### config.mk
export PLATFORM = sky130hd
export DESIGN_NAME = gpg_seq
export DESIGN_NICKNAME = d
export VERILOG_FILES = /design/src/rtl/gpg_pkg.sv /design/src/rtl/gpg_seq.sv
export SDC_FILE = /design/constraint.sdc
export NUM_CORES = 1
export LEC_CHECK = 0
export ABC_AREA = 1
export BUFFER_PORTS_ARGS = -buffer_cell sky130_fd_sc_hd__buf_2
export CORE_ASPECT_RATIO = 1.4
export CORE_MARGIN = 10
export CORE_UTILIZATION = 52
export CTS_CLUSTER_SIZE = 20
export DETAILED_ROUTE_END_ITERATION = 12
export GPL_ROUTABILITY_DRIVEN = 0
export PLACE_DENSITY = 0.78
export SLEW_MARGIN = 25
export SYNTH_ARGS = -nofsm -noshare
export SYNTH_HDL_FRONTEND = slang
export SYNTH_SLANG_ARGS = --single-unit
### constraint.sdc
create_clock -name i_clk -period 6.5 [get_ports i_clk]
set_clock_uncertainty 0.2 [all_clocks]
set_input_delay 0.65 -clock i_clk [delete_from_list [all_inputs] [get_ports i_clk]]
set_output_delay 0.65 -clock i_clk [all_outputs]
set_load 0.02 [all_outputs]
### src/rtl/gpg_pkg.sv
// Shared types, constants and helpers of the glyph pixel generator
`default_nettype none

package gpg_pkg;

    // Glyph store geometry (depth is a power of two: addresses wrap by truncation)
    localparam int STORE_BYTES = 4096;
    localparam int ADDR_W      = $clog2(STORE_BYTES);
    localparam int MAX_SCALE   = 8;
    localparam int REP_W       = (MAX_SCALE > 1) ? $clog2(MAX_SCALE) : 1;

    // Leftmost pixel of a row-order font byte
    localparam logic [7:0] ROW_LEFT_BIT = 8'h80;

    // Command codes of the input word
    typedef enum logic [1:0] {
        CMD_WRITE = 2'd0,
        CMD_START = 2'd1,
        CMD_TICK  = 2'd2
    } t_cmd;

    // Configuration register indices
    typedef enum logic [2:0] {
        REG_FIRST_CODE   = 3'd0,
        REG_LAST_CODE    = 3'd1,
        REG_GLYPH_WIDTH  = 3'd2,
        REG_GLYPH_HEIGHT = 3'd3,
        REG_GLYPH_INVERT = 3'd4,
        REG_COLUMN_ORDER = 3'd5,
        REG_TRANSPARENT  = 3'd6,
        REG_SWAP         = 3'd7
    } t_reg_idx;

    typedef struct packed {
        logic [7:0] first_code;
        logic [7:0] last_code;
        logic [3:0] glyph_width;
        logic [4:0] glyph_height;
        logic       glyph_invert;
        logic       column_order;
        logic       transparent;
        logic       swap_ink_paper;
    } t_cfg;

    localparam t_cfg CFG_RESET = '{
        first_code:     8'd32,
        last_code:      8'd127,
        glyph_width:    4'd5,
        glyph_height:   5'd5,
        glyph_invert:   1'b0,
        column_order:   1'b0,
        transparent:    1'b0,
        swap_ink_paper: 1'b0
    };

    // Pixel context handed from the sequencer to the shading stage
    typedef struct packed {
        logic [8:0]  px;
        logic [8:0]  py;
        logic [15:0] fore;
        logic [15:0] back;
        logic [2:0]  bit_sel;
        logic        row_tall;
        logic        last;
    } t_pix;

    function automatic logic [3:0] f_width(input logic [3:0] w);
        if (w == 4'd0) return 4'd1;
        if (w > 4'd8) return 4'd8;
        return w;
    endfunction

    function automatic logic [4:0] f_height(input logic [4:0] h);
        if (h == 5'd0) return 5'd1;
        if (h > 5'd16) return 5'd16;
        return h;
    endfunction

    function automatic logic [3:0] f_scale(input logic [3:0] s);
        if (s == 4'd0) return 4'd1;
        if ({1'b0, s} > 5'(MAX_SCALE)) return 4'(MAX_SCALE);
        return s;
    endfunction

endpackage

`default_nettype wire

### src/rtl/gpg_seq.sv
// Cell sequencer: latches a character, walks the scaled cell, issues store accesses
`default_nettype none

module gpg_seq (
    input  wire logic                 i_clk,
    input  wire logic                 i_rst_n,
    input  wire gpg_pkg::t_cfg        i_cfg,
    input  wire logic                 i_fire,
    input  wire logic [1:0]           i_command,
    input  wire logic [11:0]          i_font_address,
    input  wire logic [7:0]           i_font_byte,
    input  wire logic [7:0]           i_char_code,
    input  wire logic [8:0]           i_origin_x,
    input  wire logic [8:0]           i_origin_y,
    input  wire logic [3:0]           i_scale,
    input  wire logic [15:0]          i_ink,
    input  wire logic [15:0]          i_paper,
    output logic                      o_ram_we,
    output logic [gpg_pkg::ADDR_W-1:0] o_ram_waddr,
    output logic [7:0]                o_ram_wdata,
    output logic                      o_ram_re,
    output logic [gpg_pkg::ADDR_W-1:0] o_ram_raddr,
    output logic                      o_tick_valid,
    output gpg_pkg::t_pix             o_pix
);
    import gpg_pkg::*;

    logic              r_drawing, n_drawing;
    logic [ADDR_W-1:0] r_base, n_base;
    logic [3:0]        r_cell_row, n_cell_row;
    logic [2:0]        r_cell_col, n_cell_col;
    logic [REP_W-1:0]  r_rep_row, n_rep_row;
    logic [REP_W-1:0]  r_rep_col, n_rep_col;
    logic [8:0]        r_org_x, n_org_x;
    logic [8:0]        r_org_y, n_org_y;
    logic [3:0]        r_scale, n_scale;
    logic [15:0]       r_ink, n_ink;
    logic [15:0]       r_paper, n_paper;

    logic [3:0]  w_width;
    logic [4:0]  w_height;
    logic [4:0]  w_stride;
    logic [7:0]  w_idx;
    logic [12:0] w_prod;
    logic [8:0]  w_col_off, w_row_off;
    logic        w_end_rc, w_end_cc, w_end_rr, w_end_cr;
    logic        w_is_write, w_is_start, w_is_tick;

    assign w_width  = f_width(i_cfg.glyph_width);
    assign w_height = f_height(i_cfg.glyph_height);

    // Decode the command word
    always_comb begin
        w_is_write = 1'b0;
        w_is_start = 1'b0;
        w_is_tick  = 1'b0;
        unique case (i_command)
            CMD_WRITE: w_is_write = i_fire;
            CMD_START: w_is_start = i_fire;
            CMD_TICK:  w_is_tick  = i_fire & r_drawing;
            default:   ;
        endcase
    end

    // Glyph base from code and stride
    assign w_stride = i_cfg.column_order ? {1'b0, w_width} : w_height;
    assign w_idx    = ((i_char_code >= i_cfg.first_code) && (i_char_code <= i_cfg.last_code))
                      ? (i_char_code - i_cfg.first_code) : 8'd0;
    assign w_prod   = {5'd0, w_idx} * {8'd0, w_stride};

    // Counter wrap conditions
    assign w_end_rc = (5'(r_rep_col) + 5'd1) >= {1'b0, r_scale};
    assign w_end_cc = ({1'b0, r_cell_col} + 4'd1) >= w_width;
    assign w_end_rr = (5'(r_rep_row) + 5'd1) >= {1'b0, r_scale};
    assign w_end_cr = ({1'b0, r_cell_row} + 5'd1) >= w_height;

    // Screen offsets of the current pixel
    assign w_col_off = ({6'd0, r_cell_col} * {5'd0, r_scale}) + 9'(r_rep_col);
    assign w_row_off = ({5'd0, r_cell_row} * {5'd0, r_scale}) + 9'(r_rep_row);

    // Store accesses: font writes and pixel reads
    assign o_ram_we    = w_is_write;
    assign o_ram_waddr = ADDR_W'(i_font_address);
    assign o_ram_wdata = i_font_byte;
    assign o_ram_re    = w_is_tick;
    assign o_ram_raddr = r_base + (i_cfg.column_order ? ADDR_W'(r_cell_col)
                                                      : ADDR_W'(r_cell_row));

    // Pixel context for the shading stage
    assign o_tick_valid   = w_is_tick;
    assign o_pix.px       = r_org_x + w_col_off;
    assign o_pix.py       = r_org_y + w_row_off;
    assign o_pix.fore     = i_cfg.swap_ink_paper ? r_paper : r_ink;
    assign o_pix.back     = i_cfg.swap_ink_paper ? r_ink : r_paper;
    assign o_pix.bit_sel  = i_cfg.column_order ? r_cell_row[2:0] : r_cell_col;
    assign o_pix.row_tall = i_cfg.column_order & r_cell_row[3];
    assign o_pix.last     = w_end_rc & w_end_cc & w_end_rr & w_end_cr;

    // Latch on start, advance on tick
    always_comb begin
        n_drawing  = r_drawing;
        n_base     = r_base;
        n_cell_row = r_cell_row;
        n_cell_col = r_cell_col;
        n_rep_row  = r_rep_row;
        n_rep_col  = r_rep_col;
        n_org_x    = r_org_x;
        n_org_y    = r_org_y;
        n_scale    = r_scale;
        n_ink      = r_ink;
        n_paper    = r_paper;
        if (w_is_start) begin
            n_drawing  = 1'b1;
            n_base     = ADDR_W'(w_prod);
            n_cell_row = '0;
            n_cell_col = '0;
            n_rep_row  = '0;
            n_rep_col  = '0;
            n_org_x    = i_origin_x;
            n_org_y    = i_origin_y;
            n_scale    = f_scale(i_scale);
            n_ink      = i_ink;
            n_paper    = i_paper;
        end else if (w_is_tick) begin
            n_rep_col = r_rep_col + REP_W'(1);
            if (w_end_rc) begin
                n_rep_col  = '0;
                n_cell_col = r_cell_col + 3'd1;
                if (w_end_cc) begin
                    n_cell_col = '0;
                    n_rep_row  = r_rep_row + REP_W'(1);
                    if (w_end_rr) begin
                        n_rep_row  = '0;
                        n_cell_row = r_cell_row + 4'd1;
                        if (w_end_cr) begin
                            n_cell_row = '0;
                            n_drawing  = 1'b0;
                        end
                    end
                end
            end
        end
    end

    // Control state
    always_ff @(posedge i_clk) begin
        if (!i_rst_n) begin
            r_drawing  <= 1'b0;
            r_cell_row <= '0;
            r_cell_col <= '0;
            r_rep_row  <= '0;
            r_rep_col  <= '0;
        end else begin
            r_drawing  <= n_drawing;
            r_cell_row <= n_cell_row;
            r_cell_col <= n_cell_col;
            r_rep_row  <= n_rep_row;
            r_rep_col  <= n_rep_col;
        end
    end

    // Held character context
    always_ff @(posedge i_clk) begin
        r_base  <= n_base;
        r_org_x <= n_org_x;
        r_org_y <= n_org_y;
        r_scale <= n_scale;
        r_ink   <= n_ink;
        r_paper <= n_paper;
    end

endmodule

`default_nettype wire

==> qor.txt, run 1 <==
IO Port Bufs: 163
Initial Util: 53.0%
HPWL Detailed: 13.6 mm
Vias in the first global route: 5,815
DRT antenna net count: 0
Post-synth ARST share: 0%
Clock sink count: 80
Measured slew at the worst slew-check pin: 896 ps
Clock Path Buffers: 2
Overall Global Routing Usage: 16.8%
Post-Route Setup TNS: 0 ps
CTS buffer count: 9
Ys flop type: edfxtp_1
Fin area: 0.00853 mm^2
Crit path arrival time: 5290 ps
Top cell type's share of synthesized area: 27.0%
Rel. slew slack: 40.3%
DR iter-0 viols: 209
Startpoint types: input pin
Top post-synthesis cells by area: edfxtp_1 (27%), ha_1 (16%), fa_1 (11%)
Sequential fraction of the synthesis area: 30.9%
Crit-path max FO: 7
CTS tree: yes
Peak Freq: 186 MHz
Grt ovf: 0
Post-route insts no fill: 1,198
Ports: 206
Post-CTS Hold Fix Bufs: 0
Slowest CP cell: fa_1
Area leader, netlist: edfxtp_1
Power density cells: 175 mW/mm^2
Rows: 51
Clk root buf: clkbuf_16
Core Area: 0.0138 mm^2
Placed insts: 1,181
Worst Path Required: 6400 ps
Crit end category: flop
H-tree lvl count: 3
Met3 WL: 654 um
Avg WL per Cell: 13.6 um
Max cap viols: 0
Initial antenna violation count: 1
Final core occ: 61.6%
Final wirelength: 16.4 mm
Mapped Area: 0.00733 mm^2
Wl on met1: 6.40 mm
Hold Crit Class: input pin to flop
Tmin final: 5390 ps
Syn Nets: 1,117
Unrepaired setup endpoints after global routing: false
Die X: 120 um
Clock Latency Late Sink: 330 ps
Vias per cell: 4.87
Final setup vio count: 0
Synth cell types: 35
Placed cell areas: 0.00818 mm^2
Share of cells above drive strength 1: 19.7%
DR vias: 5,837
Static Leak: 0.00447 uW
Syn. warnings: 0
PostCTS Resize Cnt: 0
DRT Pass-1 Iters: 4
Final Slew Violations: 0
First-pass GRT wire length: 26.8 mm
Final Hold Fails: 0
Worst vdd ir: 107 uV
Largest stage delay, worst path: 540 ps
Syn_area_per_cell: 8.45 um^2
Die H: 161 um
DR top layer: met4
Worst setup path class: input pin to flop
Layout area overhead: 16.3%
Status: completed
Period utilization: 82.9%
Largest net degree at the start of global routing: 69
Die area: 0.0193 mm^2
Fin nets: 1,256
Clock Pin Slew Worst Setup and Hold Paths: 60 ps
Syn Inst Count: 868
DR WL met2: 8.92 mm
Most used cell, CP: nand2_1
Post-CTS Setup Bufs: 0
DRC Markers: 0
EDFF count, synth: 66
Yosys reg bits: 80
## flip-flops by register name (all words and copies together), names as in the netlist, 4 cells and up
signal	flops
r_ink	16
r_org_y	9
r_paper	16
r_base	12
r_scale	4
r_org_x	9
r_cell_row	4
## cells in the final DEF, fill, tap and decap left out, drive strengths merged, types with 2 or more instances in the layout
master  count
xnor2      11
a211oi      4
o21ai      36
nand3      30
dfxtp      14
edfxtp     66
nand4      11
diode       2
bufinv      3
fa         41
a21o        2
clkbuf      9
o21bai      3
a31oi       3
buf       164
inv       188
nor2       92
a21oi      60
ha         92
o211ai      2
o21a        2
nand2     137
nor3        6
xor2       30
## through the flow
stage / hold WS [ps] / worst slack [ps] / power, uW
after floorplan: 260 / 1200 / 837
after global placement: 281 / 817 / 913
after detailed placement: 294 / 744 / 921
after CTS: 274 / 1100 / 1500
after global routing: 275 / 719 / 1560
final: 286 / 1110 / 1490
## worst paths after layout
check,endpoint,cells past startpoint,startpoint,slack [ps]
hold reg to reg,r_drawing,2,r_drawing,310
hold / removal,r_ink[14],1,i_ink[14],290
setup reg to reg,r_cell_row[1],9,r_cell_row[0],4140
setup / recovery,r_base[9],29,i_char_code[0],1110
## cell type report
class                      count  area, um^2
timing repair buffer         164         823
inverter                     186         703
sequential                    80        2260
tap                          185         231
fill                        1219        5320
clock buffer                   9         225
clock inverter                 6         116
antenna                        2        5.00
multi-input combinational    566        4160
## cells by family after synthesis
group	count (synthesis)	synth area share, %
adders and majority gates	133	26.9
DFF	80	30.9
and+or+nand+nor	278	16.3
xor gates and xnor gates	41	4.90
AOI/OAI and AO/OA	113	8.43
buffers and inverters	222	12.5
muxes	1	0.137
## critical path: cells and delay by family
family | cells | cell delay (ps)
fa+ha+maj | 6 | 2430
buf+inv | 7 | 550
compound gates | 5 | 780
simple gates | 11 | 850
## cells in the mapped netlist, types with 4 or more instances
cell type	number
inv_1	180
nand2_1	136
ha_1	92
nor2_1	83
edfxtp_1	66
a21oi_1	59
fa_1	41
o21ai_0	36
xor2_1	30
nand3_1	29
buf_4	21
clkbuf_1	14
dfxtp_1	14
nand4_1	11
xnor2_1	11
nor2_4	6
inv_2	5
nor3_1	5
a211oi_1	4
## metal layers
| layer | vias up | track usage, % |
|---|---|---|
| met4 | 0 | 6.22 |
| met2 | 116 | 32.5 |
| met1 | 2671 | 17.8 |
| met5 | - | 0 |
| li1 | 3025 | - |
| met3 | 25 | 2.46 |
## power breakdown
group,switching (uW),internal [uW]
clock network,203,376
registers,11.5,581
logic,201,115
No activity file was read; power rests on OpenSTA's default activity.
==> inputs of run 2 (changes only) <==
--- a/config.mk
+++ b/config.mk
@@ -5,7 +5,7 @@
 export SDC_FILE = /design/constraint.sdc
 export NUM_CORES = 1
 export LEC_CHECK = 0
-export ABC_AREA = 1
+export ABC_AREA = 0
 export BUFFER_PORTS_ARGS = -buffer_cell sky130_fd_sc_hd__buf_2
 export CORE_ASPECT_RATIO = 1.4
 export CORE_MARGIN = 10
==> constraint.sdc (replaced) <==
create_clock -name i_clk -period 5.28 [get_ports i_clk]
set_clock_uncertainty 0.2 [all_clocks]
set_input_delay 0.528 -clock i_clk [delete_from_list [all_inputs] [get_ports i_clk]]
set_output_delay 0.528 -clock i_clk [all_outputs]
set_load 0.02 [all_outputs]
==> run 2 against run 1 <==
  * Cell area increased by 5.6%
  * Sequential share of layout area decreased by 1.4 points
  * Non-clock buffer count increased by 50
  * Worst hold slack got worse by 120 ps
  * Sequential power increased by 23%
  * Via count about the same
  * Flip-flop and latch count unchanged
  * Clock power increased by 13%
  * Global-route usage increased by 1.1 points
  * Utilization increased by 3.8 points
  * Critical path depth decreased by 8
  * Die area decreased by 0.99%
  * Critical path type unchanged
  * Largest cell class unchanged
  * Largest power group unchanged
==> qor.txt, run 2 <==
Syn. warnings: 0
Fin nets: 1,166
DRT Pass-1 Iters: 5
IO Port Bufs: 163
Final Slew Violations: 0
Syn Inst Count: 725
Worst hold slack: 167 ps
EDFF count, synth: 66
DRC Markers: 0
Measured slew at the worst slew-check pin: 677 ps
Pre-CTS WS: -274 ps
Vias per cell: 5.27
Largest stage delay, worst path: 580 ps
Syn Nets: 974
CTS tree: yes
Stages on worst setup path: 21
Worst Hold Launch: i_ink[0]
Final setup vio count: 0
Die area: 0.0191 mm^2
Clock Latency Late Sink: 330 ps
Max cap viols: 0
WP buf/inv: 4
Grt ovf: 0
Peak Freq: 194 MHz
DR iter-0 viols: 290
CP Cell Sequence: buf_6, inv_4, ha_4, inv_2, fa_2, a211oi_4, o21a_1, o21ai_2, a21oi_4, or4_4, fa_1, fa_1, fa_1, inv_2, ha_4, a21o_1, a21oi_2, nor2b_1, o21a_1, o41a_1, xor2_1
Commonest cells post-synth: inv_1 (94), ha_1 (92), edfxtp_1 (66)
Placed insts: 1,088
Top cell type's share of synthesized area: 27.3%
Cell family with most CP delay: adder cells
Post-route insts no fill: 1,108
Crit end category: flop
Crit-path max FO: 6
Crit path arrival time: 5050 ps
Most common cell after layout, fill and taps aside: buf_2
Final critical-path setup slack: 117 ps
HPWL Detailed: 14.4 mm
Syn_area_per_cell: 10.0 um^2
Unrepaired setup endpoints after global routing: true
Slowest CP cell: fa_1
CTS buffer count: 9
Yosys reg bits: 80
Hold Crit Depth: 1
Reg2reg setup slack: 2540 ps
Avg WL per Cell: 15.7 um
Worst Path Required: 5170 ps
Clk root buf: clkbuf_16
Most used cell, CP: fa_1
Startpoint types: input pin
Reg2reg end: r_cell_row[2]
Mapped Area: 0.00725 mm^2
Top post-synthesis cells by area: edfxtp_1 (27%), ha_1 (16%), fa_1 (11%)
Area leader, netlist: edfxtp_1
Clock Pin Slew Worst Setup and Hold Paths: 60 ps
Synth cell types: 49
Rel. slew slack: 54.4%
First-pass GRT wire length: 28.5 mm
Fin area: 0.00901 mm^2
Hold Crit Class: input pin to flop
Status: completed
Clock sink count: 80
Period utilization: 97.8%
Ys flop type: edfxtp_1
Largest net degree at the start of global routing: 39
Reg-to-reg startpoint: r_cell_col[1]
Endpoint, Worst Hold: r_ink[0]
DRT antenna net count: 0
Initial Util: 52.6%
Top-count cell post-synth: inv_1
Reg2reg path depth: 8
Final Hold Fails: 0
Final wirelength: 17.4 mm
Ports: 206
H-tree lvl count: 3
Layout area overhead: 24.3%
Die X: 120 um
Die H: 160 um
Commonest cells after routing, fill and taps aside: buf_2 (161), inv_1 (87), ha_1 (85)
Vias in the first global route: 6,027
Placed cell areas: 0.00859 mm^2
Post-synth ARST share: 0%
Clock Path Buffers: 2
Worst vdd ir: 159 uV
Regs by FF count: r_ink x16, r_paper x16, r_base x12
Rows: 51
Final core occ: 65.3%
Core Area: 0.0138 mm^2
Tmin final: 5160 ps
Overall Global Routing Usage: 18.0%
Initial antenna violation count: 1
Static Leak: 0.00431 uW
Power density cells: 205 mW/mm^2
DR vias: 5,835
Share of cells above drive strength 1: 33.3%
Sequential fraction of the synthesis area: 31.2%
Worst setup path class: input pin to flop
run 2: changes by cell type after synthesis, moves of 21 or more:
cell	previous run	this run
a21oi_1	59	31
inv_1	180	94
mux2_2	0	39
nand2_1	136	40
nor2_1	83	62
run 2: worst max path at each step:
stage | from | to | slack [ps]
3_3_place_gp | i_char_code[0] | r_base[10] | -210
4_1_cts | i_char_code[0] | r_base[10] | 80
6_report | i_char_code[0] | r_base[10] | 120
5_1_grt | i_char_code[0] | r_base[10] | -120
2_1_floorplan | i_cfg[20] | r_base[10] | -70
3_5_place_dp | i_char_code[0] | r_base[10] | -270
run 2: layer usage:
metal  up-vias  share of wire (%)  GRT usage, %
met1      2763                 39          19.6
met2       186                 52          32.4
met5         -                  0             0
met3        30                6.4          4.27
met4         0                2.7          7.26
li1       2856                  -             -
run 2: power breakdown:
part	internal, uW	switching [uW]	leakage [uW]
logic	210	246	0.00345
registers	717	14.9	0.000701
clock network	416	240	0.000157
total	1340	501	0.00431
run 2: worst reg2reg max path: stages, from the launching register on:
cell and delay [ps]:
dfxtp_1 550, ha_1 280, xor2_1 90, ha_1 280, nand2_1 60, o21a_1 240, nor4_1 600, nand4b_1 170
a31oi_1 200
run 2: repair_timing:
| action | in CTS | in global routing |
|---|---|---|
| hold buffers | 0 | 0 |
| setup endpoints to repair | 0 | 3 |
| buffers inserted | 0 | 3 |
| gates resized for setup | 0 | 18 |
run 2: kinds of logic (layout without fill, tap and decap cells):
kind of cell,Yosys count,count (layout),synth area share (%)
AND/OR/NAND/NOR,201,201,13.8
adder cells (fa/ha/maj),133,133,27.2
buffers and inverters,128,325,7.73
multiplexers,42,42,6.47
XOR/XNOR,39,39,4.71
flip-flops,80,80,31.2
other,0,1,0
AO/OA/AOI/OAI,102,102,8.86
run 2: cell type report:
type                       instances  area, um^2
multi-input combinational        517        4610
clock buffer                      10         229
clock inverter                     6        91.3
antenna                            1        2.50
fill                            1114        4780
tap                              185         231
sequential                        80        2260
timing repair buffer             214        1220
inverter                          95         359
run 2: metrics by stage:
| step | setup TNS [ps] | power (uW) |
|---|---|---|
| finish | 0 | 1840 |
| CTS | 0 | 1850 |
| floorplan | -72.8 | 1040 |
| global route | -182 | 1940 |
| global placement | -423 | 1170 |
| detailed placement | -607 | 1190 |
