--- src/rtl/gpg_pkg.sv ---
// Shared types, constants and helpers of the glyph pixel generator
`default_nettype none

package gpg_pkg;

    // Glyph store geometry (depth is a power of two: addresses wrap by truncation)
    localparam int STORE_BYTES = 4096;
    localparam int ADDR_W      = $clog2(STORE_BYTES);
    localparam int MAX_SCALE   = 8;
    localparam int REP_W       = (MAX_SCALE > 1) ? $clog2(MAX_SCALE) : 1;

    // Leftmost pixel of a row-order font byte
    localparam logic [7:0] ROW_LEFT_BIT = 8'h80;

    // Command codes of the input word
    typedef enum logic [1:0] {
        CMD_WRITE = 2'd0,
        CMD_START = 2'd1,
        CMD_TICK  = 2'd2
    } t_cmd;

    // Configuration register indices
    typedef enum logic [2:0] {
        REG_FIRST_CODE   = 3'd0,
        REG_LAST_CODE    = 3'd1,
        REG_GLYPH_WIDTH  = 3'd2,
        REG_GLYPH_HEIGHT = 3'd3,
        REG_GLYPH_INVERT = 3'd4,
        REG_COLUMN_ORDER = 3'd5,
        REG_TRANSPARENT  = 3'd6,
        REG_SWAP         = 3'd7
    } t_reg_idx;

    typedef struct packed {
        logic [7:0] first_code;
        logic [7:0] last_code;
        logic [3:0] glyph_width;
        logic [4:0] glyph_height;
        logic       glyph_invert;
        logic       column_order;
        logic       transparent;
        logic       swap_ink_paper;
    } t_cfg;

    localparam t_cfg CFG_RESET = '{
        first_code:     8'd32,
        last_code:      8'd127,
        glyph_width:    4'd5,
        glyph_height:   5'd5,
        glyph_invert:   1'b0,
        column_order:   1'b0,
        transparent:    1'b0,
        swap_ink_paper: 1'b0
    };

    // Pixel context handed from the sequencer to the shading stage
    typedef struct packed {
        logic [8:0]  px;
        logic [8:0]  py;
        logic [15:0] fore;
        logic [15:0] back;
        logic [2:0]  bit_sel;
        logic        row_tall;
        logic        last;
    } t_pix;

    function automatic logic [3:0] f_width(input logic [3:0] w);
        if (w == 4'd0) return 4'd1;
        if (w > 4'd8) return 4'd8;
        return w;
    endfunction

    function automatic logic [4:0] f_height(input logic [4:0] h);
        if (h == 5'd0) return 5'd1;
        if (h > 5'd16) return 5'd16;
        return h;
    endfunction

    function automatic logic [3:0] f_scale(input logic [3:0] s);
        if (s == 4'd0) return 4'd1;
        if ({1'b0, s} > 5'(MAX_SCALE)) return 4'(MAX_SCALE);
        return s;
    endfunction

endpackage

`default_nettype wire

--- src/rtl/gpg_shade.sv ---
// Shading stage: picks the glyph bit from read data and holds the output word
`default_nettype none

module gpg_shade (
    input  wire logic          i_clk,
    input  wire logic          i_rst_n,
    input  wire gpg_pkg::t_cfg i_cfg,
    input  wire logic          i_tick_valid,
    input  wire gpg_pkg::t_pix i_pix,
    input  wire logic [7:0]    i_rdata,
    input  wire logic          i_out_ready,
    output logic               o_stage_free,
    output logic               o_out_valid,
    output logic [8:0]         o_pixel_x,
    output logic [8:0]         o_pixel_y,
    output logic [15:0]        o_colour,
    output logic               o_write_enable,
    output logic               o_last_pixel
);
    import gpg_pkg::*;

    logic  r_p1_valid;
    t_pix  r_p1;
    logic  w_p1_move;
    logic  w_fg;

    assign w_p1_move    = r_p1_valid & (!o_out_valid | i_out_ready);
    assign o_stage_free = !r_p1_valid | w_p1_move;

    // Glyph bit: column bytes LSB at top, row bytes MSB at left
    always_comb begin
        if (i_cfg.column_order) begin
            w_fg = !r_p1.row_tall & i_rdata[r_p1.bit_sel];
        end else begin
            w_fg = ((i_rdata & (ROW_LEFT_BIT >> r_p1.bit_sel)) != 8'd0) ^ i_cfg.glyph_invert;
        end
    end

    // Read-wait stage valid
    always_ff @(posedge i_clk) begin
        if (!i_rst_n) begin
            r_p1_valid <= 1'b0;
        end else if (o_stage_free) begin
            r_p1_valid <= i_tick_valid;
        end
    end

    always_ff @(posedge i_clk) begin
        if (i_tick_valid) begin
            r_p1 <= i_pix;
        end
    end

    // Output word valid: load from stage, drop when taken
    always_ff @(posedge i_clk) begin
        if (!i_rst_n) begin
            o_out_valid <= 1'b0;
        end else if (w_p1_move) begin
            o_out_valid <= 1'b1;
        end else if (i_out_ready) begin
            o_out_valid <= 1'b0;
        end
    end

    always_ff @(posedge i_clk) begin
        if (w_p1_move) begin
            o_pixel_x      <= r_p1.px;
            o_pixel_y      <= r_p1.py;
            o_colour       <= w_fg ? r_p1.fore : r_p1.back;
            o_write_enable <= !(i_cfg.transparent & !w_fg);
            o_last_pixel   <= r_p1.last;
        end
    end

endmodule

`default_nettype wire

--- config.mk ---
export PLATFORM = sky130hd
export DESIGN_NAME = gpg_shade
export DESIGN_NICKNAME = d
export VERILOG_FILES = /design/src/rtl/gpg_pkg.sv /design/src/rtl/gpg_shade.sv
export SDC_FILE = /design/constraint.sdc
export NUM_CORES = 1
export LEC_CHECK = 0
export BUFFER_PORTS_ARGS = -buffer_cell sky130_fd_sc_hd__buf_2
export CAP_MARGIN = 20
export CORE_MARGIN = 2
export CORE_UTILIZATION = 45
export CTS_CLUSTER_DIAMETER = 150
export DETAILED_ROUTE_END_ITERATION = 16
export GPL_TIMING_DRIVEN = 0
export PLACE_DENSITY = 0.79
export SETUP_SLACK_MARGIN = 0.2
export SYNTH_ARGS = -nofsm -noshare
export SYNTH_HDL_FRONTEND = slang
export SYNTH_SLANG_ARGS = --single-unit
--- constraint.sdc ---
create_clock -name i_clk -period 3.4 [get_ports i_clk]
set_input_delay 0.17 -clock i_clk [delete_from_list [all_inputs] [get_ports i_clk]]
set_output_delay 0.17 -clock i_clk [all_outputs]
set_load 0.02 [all_outputs]
==> flow_summary.yaml, run 1 <==
outcome:
  status: "finished clean"
yosys:
  synthFlopType: "edfxtp_1"
  ys_seq_elements: 93
  synth_edf_count: 91
  muxShareOfSynthArea_pct: 8.56
  async_flop_share_pct: 0
  syn_area_per_cell_um2: 16.8
  seq_area_frac_synth_pct: 76.2
  synth_cell_types: 20
  synth_xor_area_share_pct: 0
  synth_top_family_by_area: "multiplexers"
  synthAdderAreaFrac_pct: 0
  syn-cell-area_mm2: 0.00364
  synth_compound_area_share_pct: 5.47
  syn_nets: 312
  synth-simple-area-share_pct: 8.49
  synthCells: 216
  yosys_warnings: 0
timing:
  drv_slew: 0
  hold_viol: 0
  post-route-period-util_pct: 72.2
  fin_crit_ns: 2.45
  finalSetupViolCount: 0
  tns_ns: 0
  rsz0062_at_grt: "false"
  max_slew_margin_pct: 55.0
  worstMarginPinSlew_ns: 0.675
  fmax_mhz: 408
  finalClockSkew_ns: 0.0171
drt:
  wl_um: 7820
  routedWlPerCell_um: 15.7
  firstDrtPassIters: 4
  drc: 0
  via_per_inst: 4.90
  ant_nets: 0
  drtIter0Drc: 136
  num_vias: 2440
clocking:
  cts_htree_levels: 3
  post_cts_buffers: 0
  clockRootBuffer: "clkbuf_8"
  cts_sinks: 93
  clk_latency_ns: 0.36
  hold_buffers: 55
  clk_pin_slew_ns: 0.09
  post_cts_resize_count: 0
  cts_tree: "done"
  numCtsBuffers: 9
  cts_buffer_depth: 2
critical_path:
  end_kind: "flop"
  crit_required_ns: 3.60
  crit_type: "flop to flop"
  rrSetupSlack_ns: 0.95
  timing.rr.end: "o_colour[7]"
  crit_path_max_fanout: 10
  r2r_start: "r_p1[2]"
  worstRegToRegCells: 5
  critical_path_arrival_ns: 2.65
  startpoint_type: "flop"
flow_run:
  drv_cap: 0
cells_and_area:
  diodes: 0
  drive_gt1_share_pct: 39.4
  syn_to_final_growth_pct: 40.6
  final_nets: 487
  postLayoutCellArea_mm2: 0.00512
min_path:
  min-delay-start: "i_rst_n"
  hold_path_end: "o_out_valid"
  hold_path.class: "input port to flop"
  holdPathStages: 2
placed_design:
  place_hpwl_um: 4850
  gp_congestion: 0.784
  portBuffers: 107
  placed_cell_area_mm2: 0.00435
grt:
  gr-total-overflow: 0
  grt_antenna_before_repair: 0
  grt_pass1_wl_um: 12400
  grt_pass1_vias: 2607
  track_usage_pct: 19.1
  grt_max_degree: 35
floorplanning:
  fp.dieH_um: 93.9
  core_area_mm2: 0.00777
  initial_core_util_pct: 46.8
  die_x_um: 93.9
  rows: 32
  die_area_mm2: 0.00882
  io_pins: 134
pwr:
  ir_worst_vdd_mv: 0.300
  power.density_mw_per_mm2: 496
  p_leak_uw: 0.00199
## worst max-delay path, stage by stage (launching register included)
cell      delay, ns
edfxtp_1       0.44
mux4_1         0.63
a22oi_2        0.37
clkbuf_1       0.52
nand2_1        0.16
o211ai_2       0.16
## where the power goes
group,switching (uW),total (uW),internal [uW]
Combinational,171,342,171
Sequential,31.4,1390,1360
Clock,384,804,420
Total,586,2540,1950
## metal layers
layer	GRT usage, %	routed length, um	vias to the layer above
li1	-	-	1162
met1	20.4	3050	1168
met2	34.1	4070	100
met3	7.38	632	10
met4	7.00	77	0
met5	0	0	-
## final cells by class
cell class	count	area, um2
sequential	93	2770
timing repair buffer	164	1130
multi-input combinational	115	827
clock buffer	11	131
buffer	8	46.3
clock inverter	5	85.1
fill	559	2650
tap	102	128
## layout by cell type (no fill, tap or decap), types with 2 or more instances in the layout
cell and n:
buf_12 2, buf_2 108, buf_6 2, bufinv_16 2, clkbuf_1 7, clkbuf_8 9, dfxtp_1 2, dlygate4sd3_1 55
edfxtp_1 91, inv_6 2, mux2_2 17, mux4_1 4, nand2_1 65, nor2b_1 3, o211ai_1 7, o211ai_2 9
## cells in the mapped netlist, drive strengths merged, types with 2 or more instances
library cell   n  area, um2
buf            3       27.5
clkbuf         5       18.8
dfxtp          2       40.0
edfxtp        91       2730
mux2          18        206
mux4           4        105
nand2         65        244
nor2b          4       25.0
o211ai        16        165
## flip-flops by register name, indices dropped and copies added, names as in the netlist
name,cells
r_p1,55
o_colour,16
o_pixel_x,9
o_pixel_y,9
o_last_pixel,1
o_out_valid,1
o_write_enable,1
r_p1_valid,1
## stage by stage
stage / utilization, % / power, uW / setup WS [ns] / std cells / hold WS [ns]
6_report: 65.9 / 2540 / 0.946 / 498 / 0.0302
5_1_grt: 65.9 / 2650 / 0.766 / 498 / 0.00850
4_1_cts: 65.9 / 2560 / 0.892 / 498 / 0.0123
3_5_place_dp: 56.0 / 1710 / 0.932 / 427 / 0.348
3_3_place_gp: 55.4 / 1690 / 0.167 / 425 / 0.348
2_1_floorplan: - / 1590 / 0.792 / 216 / 0.269
## worst max-delay path by stage
stage	from	slack [ns]	cells past startpoint	endpoint
6_report	r_p1[2]	0.95	5	o_colour[7]
3_3_place_gp	o_out_valid	0.17	2	o_colour[6]
3_5_place_dp	r_p1[2]	0.93	5	o_colour[7]
2_1_floorplan	o_out_valid	0.79	2	o_colour[0]
4_1_cts	r_p1[2]	0.89	5	o_colour[7]
5_1_grt	r_p1[3]	0.77	5	o_colour[7]
## cells by family (layout without fill, tap and decap cells)
family                 Yosys count  after routing
muxes                           22             22
and+or+nand+nor                 73             73
AOI/OAI and AO/OA               20             20
buffers and inverters            8            188
DFF                             93             93
(Power assumes the default switching activity.)
==> inputs of run 2 (changes only) <==
ABC_AREA = 1   (was not set)
PLACE_DENSITY = 0.8   (was 0.79)
clock period = 2.32 ns   (was 3.4 ns; I/O delays follow)
==> run 2 against run 1 <==
Effect of this change: routed wire length fell by 8.5%; count of clock-buffer cells in the layout decreased by 2; clock skew shrank 0.0040 ns; critical path depth grew 7; final cell count increased by 0.60%; worst setup slack lost 0.48 ns; flip-flop and latch count unchanged; non-clock buffer count shrank 2; register-to-register slack got worse by 0.48 ns; synthesized area is 6.2% lower; sequential power rose by 46%; combinational power increased by 34%; largest power group unchanged.
==> flow_summary.yaml, run 2 <==
timing:
  fmax_mhz: 540
  max_slew_margin_pct: 55.2
  tns_ns: 0
  worstMarginPinSlew_ns: 0.671
  post-route-period-util_pct: 79.8
  rsz0062_at_grt: "false"
  whs_ns: 0.0373
  fin_crit_ns: 1.85
  hold_viol: 0
  drv_slew: 0
  finalSetupViolCount: 0
  finalClockSkew_ns: 0.0130
yosys:
  synth_common_cells: "edfxtp_1 (91), nand2_1 (59), nand3_1 (25), inv_1 (10), nor2_1 (6)"
  syn-cell-area_mm2: 0.00341
  async_flop_share_pct: 0
  yosys_warnings: 0
  synth_edf_count: 91
  yosys-top-cells-area: "edfxtp_1 (80%), nand2_1 (6.5%), nand3_1 (3.7%), dfxtp_1 (1.2%), inv_1 (1.1%)"
  synth_cell_types: 18
  netlist.top_cell.by_area: "edfxtp_1"
  ys_seq_elements: 93
  synth_most_common_cell: "edfxtp_1"
  synthCells: 221
  syn_nets: 317
  seq_area_frac_synth_pct: 81.2
  syn_area_per_cell_um2: 15.4
  synthFlopType: "edfxtp_1"
  synth_top_cell_area_share_pct: 80.1
cells_and_area:
  largest_reg_flops: 55
  drive_gt1_share_pct: 35.8
  diodes: 0
  reg_top3: "r_p1 x55, o_colour x16"
  most-common-layout-cells: "buf_2 (107), edfxtp_1 (91), nand2_1 (59), dlygate4sd3_1 (56), nand3_1 (25)"
  final_nets: 493
  nFillCells: 544
  layout_commonest_cell: "buf_2"
  multi_input_area_um2: 546
  final-seq-area_mm2: 0.00277
  syn_to_final_growth_pct: 42.8
  regMostFlops: "r_p1"
critical_path:
  path_buf_inv: 2
  critical_path_arrival_ns: 1.93
  crit_type: "flop to flop"
  cpMaxStageDelayCell: "edfxtp_1"
  crit_path_max_fanout: 10
  cpPeakStageDelay_ns: 0.40
  startpoint_type: "flop"
  worstRegToRegCells: 12
  path_depth: 12
  endpoint: "o_colour[13]"
  crit_family: "simple AND/OR/NAND/NOR gates"
  cp-startpoint: "r_p1[2]"
  timing.rr.end: "o_colour[13]"
  path_cells: "buf_6 -> nor2_4 -> nand2_1 -> nand2_1 -> nor2_1 -> nand2_1 -> nand3_2 -> nand3_4 -> nand2_4 -> buf_6 -> nand2_1 -> nand2_1"
  rrSetupSlack_ns: 0.47
  end_kind: "flop"
  crit_required_ns: 2.40
  path_common_cell: "nand2_1"
  r2r_start: "r_p1[2]"
pwr:
  p_leak_uw: 0.00205
  ir_worst_vdd_mv: 0.443
  power.density_mw_per_mm2: 711
grt:
  grt_pass1_vias: 2373
  grt_pass1_wl_um: 11400
  gr-total-overflow: 0
  grt_max_degree: 57
  grt_antenna_before_repair: 0
  track_usage_pct: 18.4
flow_run:
  drv_cap: 0
drt:
  via_per_inst: 4.62
  drtIter0Drc: 89
  num_vias: 2316
  wl_um: 7160
  routedWlPerCell_um: 14.3
  drc: 0
  ant_nets: 0
  firstDrtPassIters: 4
floorplanning:
  rows: 31
  core_area_mm2: 0.00729
  io_pins: 134
  die_x_um: 91.1
  initial_core_util_pct: 46.8
  fp.dieH_um: 91.1
  die_area_mm2: 0.00830
clocking:
  numCtsBuffers: 9
  cts_tree: "done"
  clk_latency_ns: 0.35
  cts_buffer_depth: 2
  cts_sinks: 93
  cts_htree_levels: 3
  clockRootBuffer: "clkbuf_8"
  post_cts_resize_count: 0
  clk_pin_slew_ns: 0.09
min_path:
  hold_path.class: "input port to flop"
placed_design:
  gp_congestion: 0.867
  portBuffers: 107
  place_hpwl_um: 4470
outcome:
  status: "finished clean"
==> run 2: cell count changes after synthesis, moves of 5 or more <==
cell      previous run  this run
o211ai_1             7         0
nor2_1               1         6
nand2_1             65        59
mux2_2              17         0
nand3_1              0        25
clkbuf_1             5         0
inv_1                0        10
o211ai_2             9         0
==> run 2: layout make-up <==
cell class                 instances  area share [%]
sequential                        93            56.9
timing repair buffer             165            23.5
multi-input combinational        109            11.2
clock buffer                       9            2.54
tap                               99            2.54
clock inverter                     7            1.21
inverter                          14            1.18
buffer                             5            1.00
==> run 2: metal layers <==
metal / vias up / wire (um) / track usage, %
met5: - / 0 / 0
met1: 1076 / 2650 / 19.4
met3: 8 / 303 / 3.82
li1: 1142 / - / -
met4: 0 / 130 / 7.45
met2: 90 / 4070 / 35.2
==> run 2: repair_timing <==
item,CTS,global route
setup buffers,0,0
hold buffers,56,0
endpoints found under the hold margin,57,0
==> run 2: power by group <==
part | internal [uW] | switching (uW) | leakage (uW)
sequential | 1990 | 36.1 | 0.000893
clock | 406 | 577 | 0.0000873
combinational | 204 | 254 | 0.00107
total | 2600 | 867 | 0.00205
==> run 2: worst min-delay path by stage <==
stage | from | to | slack (ns) | depth (start not counted)
floorplan | i_pix[0] | r_p1[0] | 0.21 | 0
global placement | i_pix[35] | r_p1[35] | 0.29 | 1
detailed placement | i_pix[15] | r_p1[15] | 0.29 | 1
CTS | i_cfg[1] | o_write_enable | 0.02 | 2
global route | i_cfg[1] | o_write_enable | 0.01 | 2
finish | i_cfg[1] | o_write_enable | 0.04 | 2
==> run 2: cells by family (layout without fill, tap and decap cells) <==
family                 after synthesis  count (layout)  share of synthesized area [%]
buffers and inverters               19             200                           3.12
AOI/OAI and AO/OA                    5               5                          0.733
DFF                                 93              93                           81.2
and+or+nand+nor                    104             104                           14.9
==> run 2: per-stage QoR <==
stage | power (uW) | util (%) | area, um2 | setup WS (ns) | instances
2_1_floorplan | 2270 | - | 3420 | 0.466 | 221
3_3_place_gp | 2410 | 55.9 | 4080 | 0.153 | 427
3_5_place_dp | 2440 | 56.4 | 4110 | 0.484 | 428
4_1_cts | 3480 | 66.6 | 4850 | 0.476 | 500
5_1_grt | 3620 | 66.8 | 4870 | 0.304 | 501
6_report | 3470 | 66.8 | 4870 | 0.469 | 501
==> inputs of run 3 (changes only) <==
CORE_UTILIZATION = 43   (was 45)
clock period = 1.5 ns   (was 2.32 ns; I/O delays follow)
==> run 3 against run 2 <==
Effect of this change: routed wire length grew 11%; count of clock-buffer cells in the layout is the same; maximum frequency grew 4.8%; the run now ends with negative setup slack left; clock skew grew 0.0033 ns; critical path type unchanged; highest routed layer unchanged; non-clock buffer count grew 10; flip-flop and latch count is the same; hold slack gained 0.078 ns; sequential power grew 55%; via count grew 5.6%.
==> flow_summary.yaml, run 3 (same netlist as run 2, synthesis figures left out) <==
outcome:
  status: "finished with violations"
  violations: "negative setup slack"
grt:
  grt_pass1_wl_um: 12100
  grt_max_degree: 37
  track_usage_pct: 18.8
  gr-total-overflow: 0
  grt_pass1_vias: 2470
  grt_antenna_before_repair: 0
timing:
  finalWorstSetupSlack_ns: -0.266
  post-route-period-util_pct: 118
  drv_slew: 0
  fin_crit_ns: 1.77
  hold_viol: 0
  finalClockSkew_ns: 0.0164
  fmax_mhz: 566
  worstMarginPinSlew_ns: 0.493
  rsz0062_at_grt: "true"
  finalSetupViolCount: 17
  max_slew_margin_pct: 67.1
drt:
  highest_layer: "met4"
  firstDrtPassIters: 4
  dr_wl_met2_um: 4490
  drc: 0
  wl_um: 7910
  num_vias: 2445
  routedWlPerCell_um: 15.4
  drtIter0Drc: 107
  via_per_inst: 4.75
  wl_met3_um: 377
  ant_nets: 0
  wl_met1_um: 2900
flow_run:
  drv_cap: 0
placed_design:
  post-place-ws_ns: -0.289
  portBuffers: 107
  gp_congestion: 0.824
  place_inst: 431
  place_hpwl_um: 4530
cells_and_area:
  largest_reg_flops: 55
  layout_commonest_cell: "buf_2"
  final_nets: 504
  regMostFlops: "r_p1"
  diodes: 0
  nFillCells: 543
  drive_gt1_share_pct: 42.6
  final_cell_count_no_fill: 515
  syn_to_final_growth_pct: 50.3
  most-common-layout-cells: "buf_2 (109), edfxtp_1 (91), dlygate4sd3_1 (57), nand2_1 (43), nand3_1 (22)"
  reg_top3: "r_p1 x55, o_colour x16"
floorplanning:
  io_pins: 134
  core_area_mm2: 0.00773
  fp.dieH_um: 93.1
  die_x_um: 93.1
  die_area_mm2: 0.00867
  initial_core_util_pct: 44.2
  rows: 32
pwr:
  switchingPower_uw: 1490
  ir_worst_vdd_mv: 0.651
  p_clk_share_pct: 29.2
  p_seq_share_pct: 55.9
  power.density_mw_per_mm2: 1100
  p_leak_uw: 0.00215
  power_frac_comb_pct: 14.9
  p_int_uw: 4130
  p_sw_share_pct: 26.5
clocking:
  cts_buffer_depth: 2
  cts_sinks: 93
  numCtsBuffers: 9
  clk_latency_ns: 0.36
  cts_tree: "done"
  clk_pin_slew_ns: 0.10
  cts_htree_levels: 3
  clockRootBuffer: "clkbuf_8"
critical_path:
  crit_required_ns: 1.61
  end_kind: "flop"
  crit_path_max_fanout: 5
  startpoint_type: "flop"
  cp-startpoint: "r_p1[3]"
  rrSetupSlack_ns: -0.27
  r2r_start: "r_p1[3]"
  critical_path_arrival_ns: 1.88
  crit_type: "flop to flop"
min_path:
  hold_path.class: "input port to flop"
  min-delay-start: "i_out_ready"
run 3: stage by stage:
step / hold WS (ns) / power (uW) / TNS (ns) / util [%] / area [um2]
3_5_place_dp: 0.253 / 3780 / -10.60 / 53.4 / 4120
6_report: 0.116 / 5620 / -4.15 / 66.4 / 5130
5_1_grt: 0.136 / 5870 / -6.43 / 66.4 / 5130
2_1_floorplan: 0.174 / 3510 / -0.682 / - / 3440
3_3_place_gp: 0.252 / 3740 / -8.23 / 53.1 / 4100
4_1_cts: 0.0891 / 5610 / -3.24 / 65.6 / 5070
run 3: power by group through the flow:
stage	registers [uW]	clock network, uW	logic (uW)
6_report	3140	1640	838
5_1_grt	3160	1790	913
4_1_cts	3130	1670	808
3_5_place_dp	3190	0	586
3_3_place_gp	3180	0	561
2_1_floorplan	3260	0	255
run 3: metal layers:
layer / vias up / track usage (%)
li1: 1166 / -
met1: 1171 / 21.0
met2: 93 / 35.4
met3: 15 / 3.22
met4: 0 / 7.48
met5: - / 0
run 3: worst paths after layout:
kind,cells after the start,end
setup / recovery,10,o_colour[11]
hold / removal,4,o_out_valid
setup reg to reg,10,o_colour[11]
hold reg to reg,0,o_last_pixel
run 3: worst max-delay path, stage by stage, from the launching register on:
cell and delay [ns]:
edfxtp_1 0.43, buf_6 0.17, nand4_1 0.10, nand2_1 0.07, nor2_1 0.18, nand3_2 0.11, nand3_4 0.14, nand2_8 0.09
buf_8 0.14, nand2_2 0.05, nand2_1 0.04
run 3: layout make-up:
| class | count | area, um2 | share of cell area, % |
|---|---|---|---|
| buffer | 5 | 52.6 | 1.02 |
| multi-input combinational | 110 | 656 | 12.8 |
| inverter | 14 | 65.1 | 1.27 |
| tap | 102 | 128 | 2.49 |
| clock buffer | 9 | 124 | 2.42 |
| sequential | 93 | 2780 | 54.1 |
| clock inverter | 7 | 73.8 | 1.44 |
| timing repair buffer | 175 | 1250 | 24.4 |
run 3: what timing repair did:
| item | in CTS | in global routing |
|---|---|---|
| hold buffers | 57 | 0 |
| cloned | 3 | 1 |
| setup buffers | 7 | 0 |
| resized for setup | 11 | 18 |
| pin swaps | 3 | 9 |
| endpoints found under the setup margin | 53 | 17 |
| endpoints found under the hold margin | 58 | 0 |
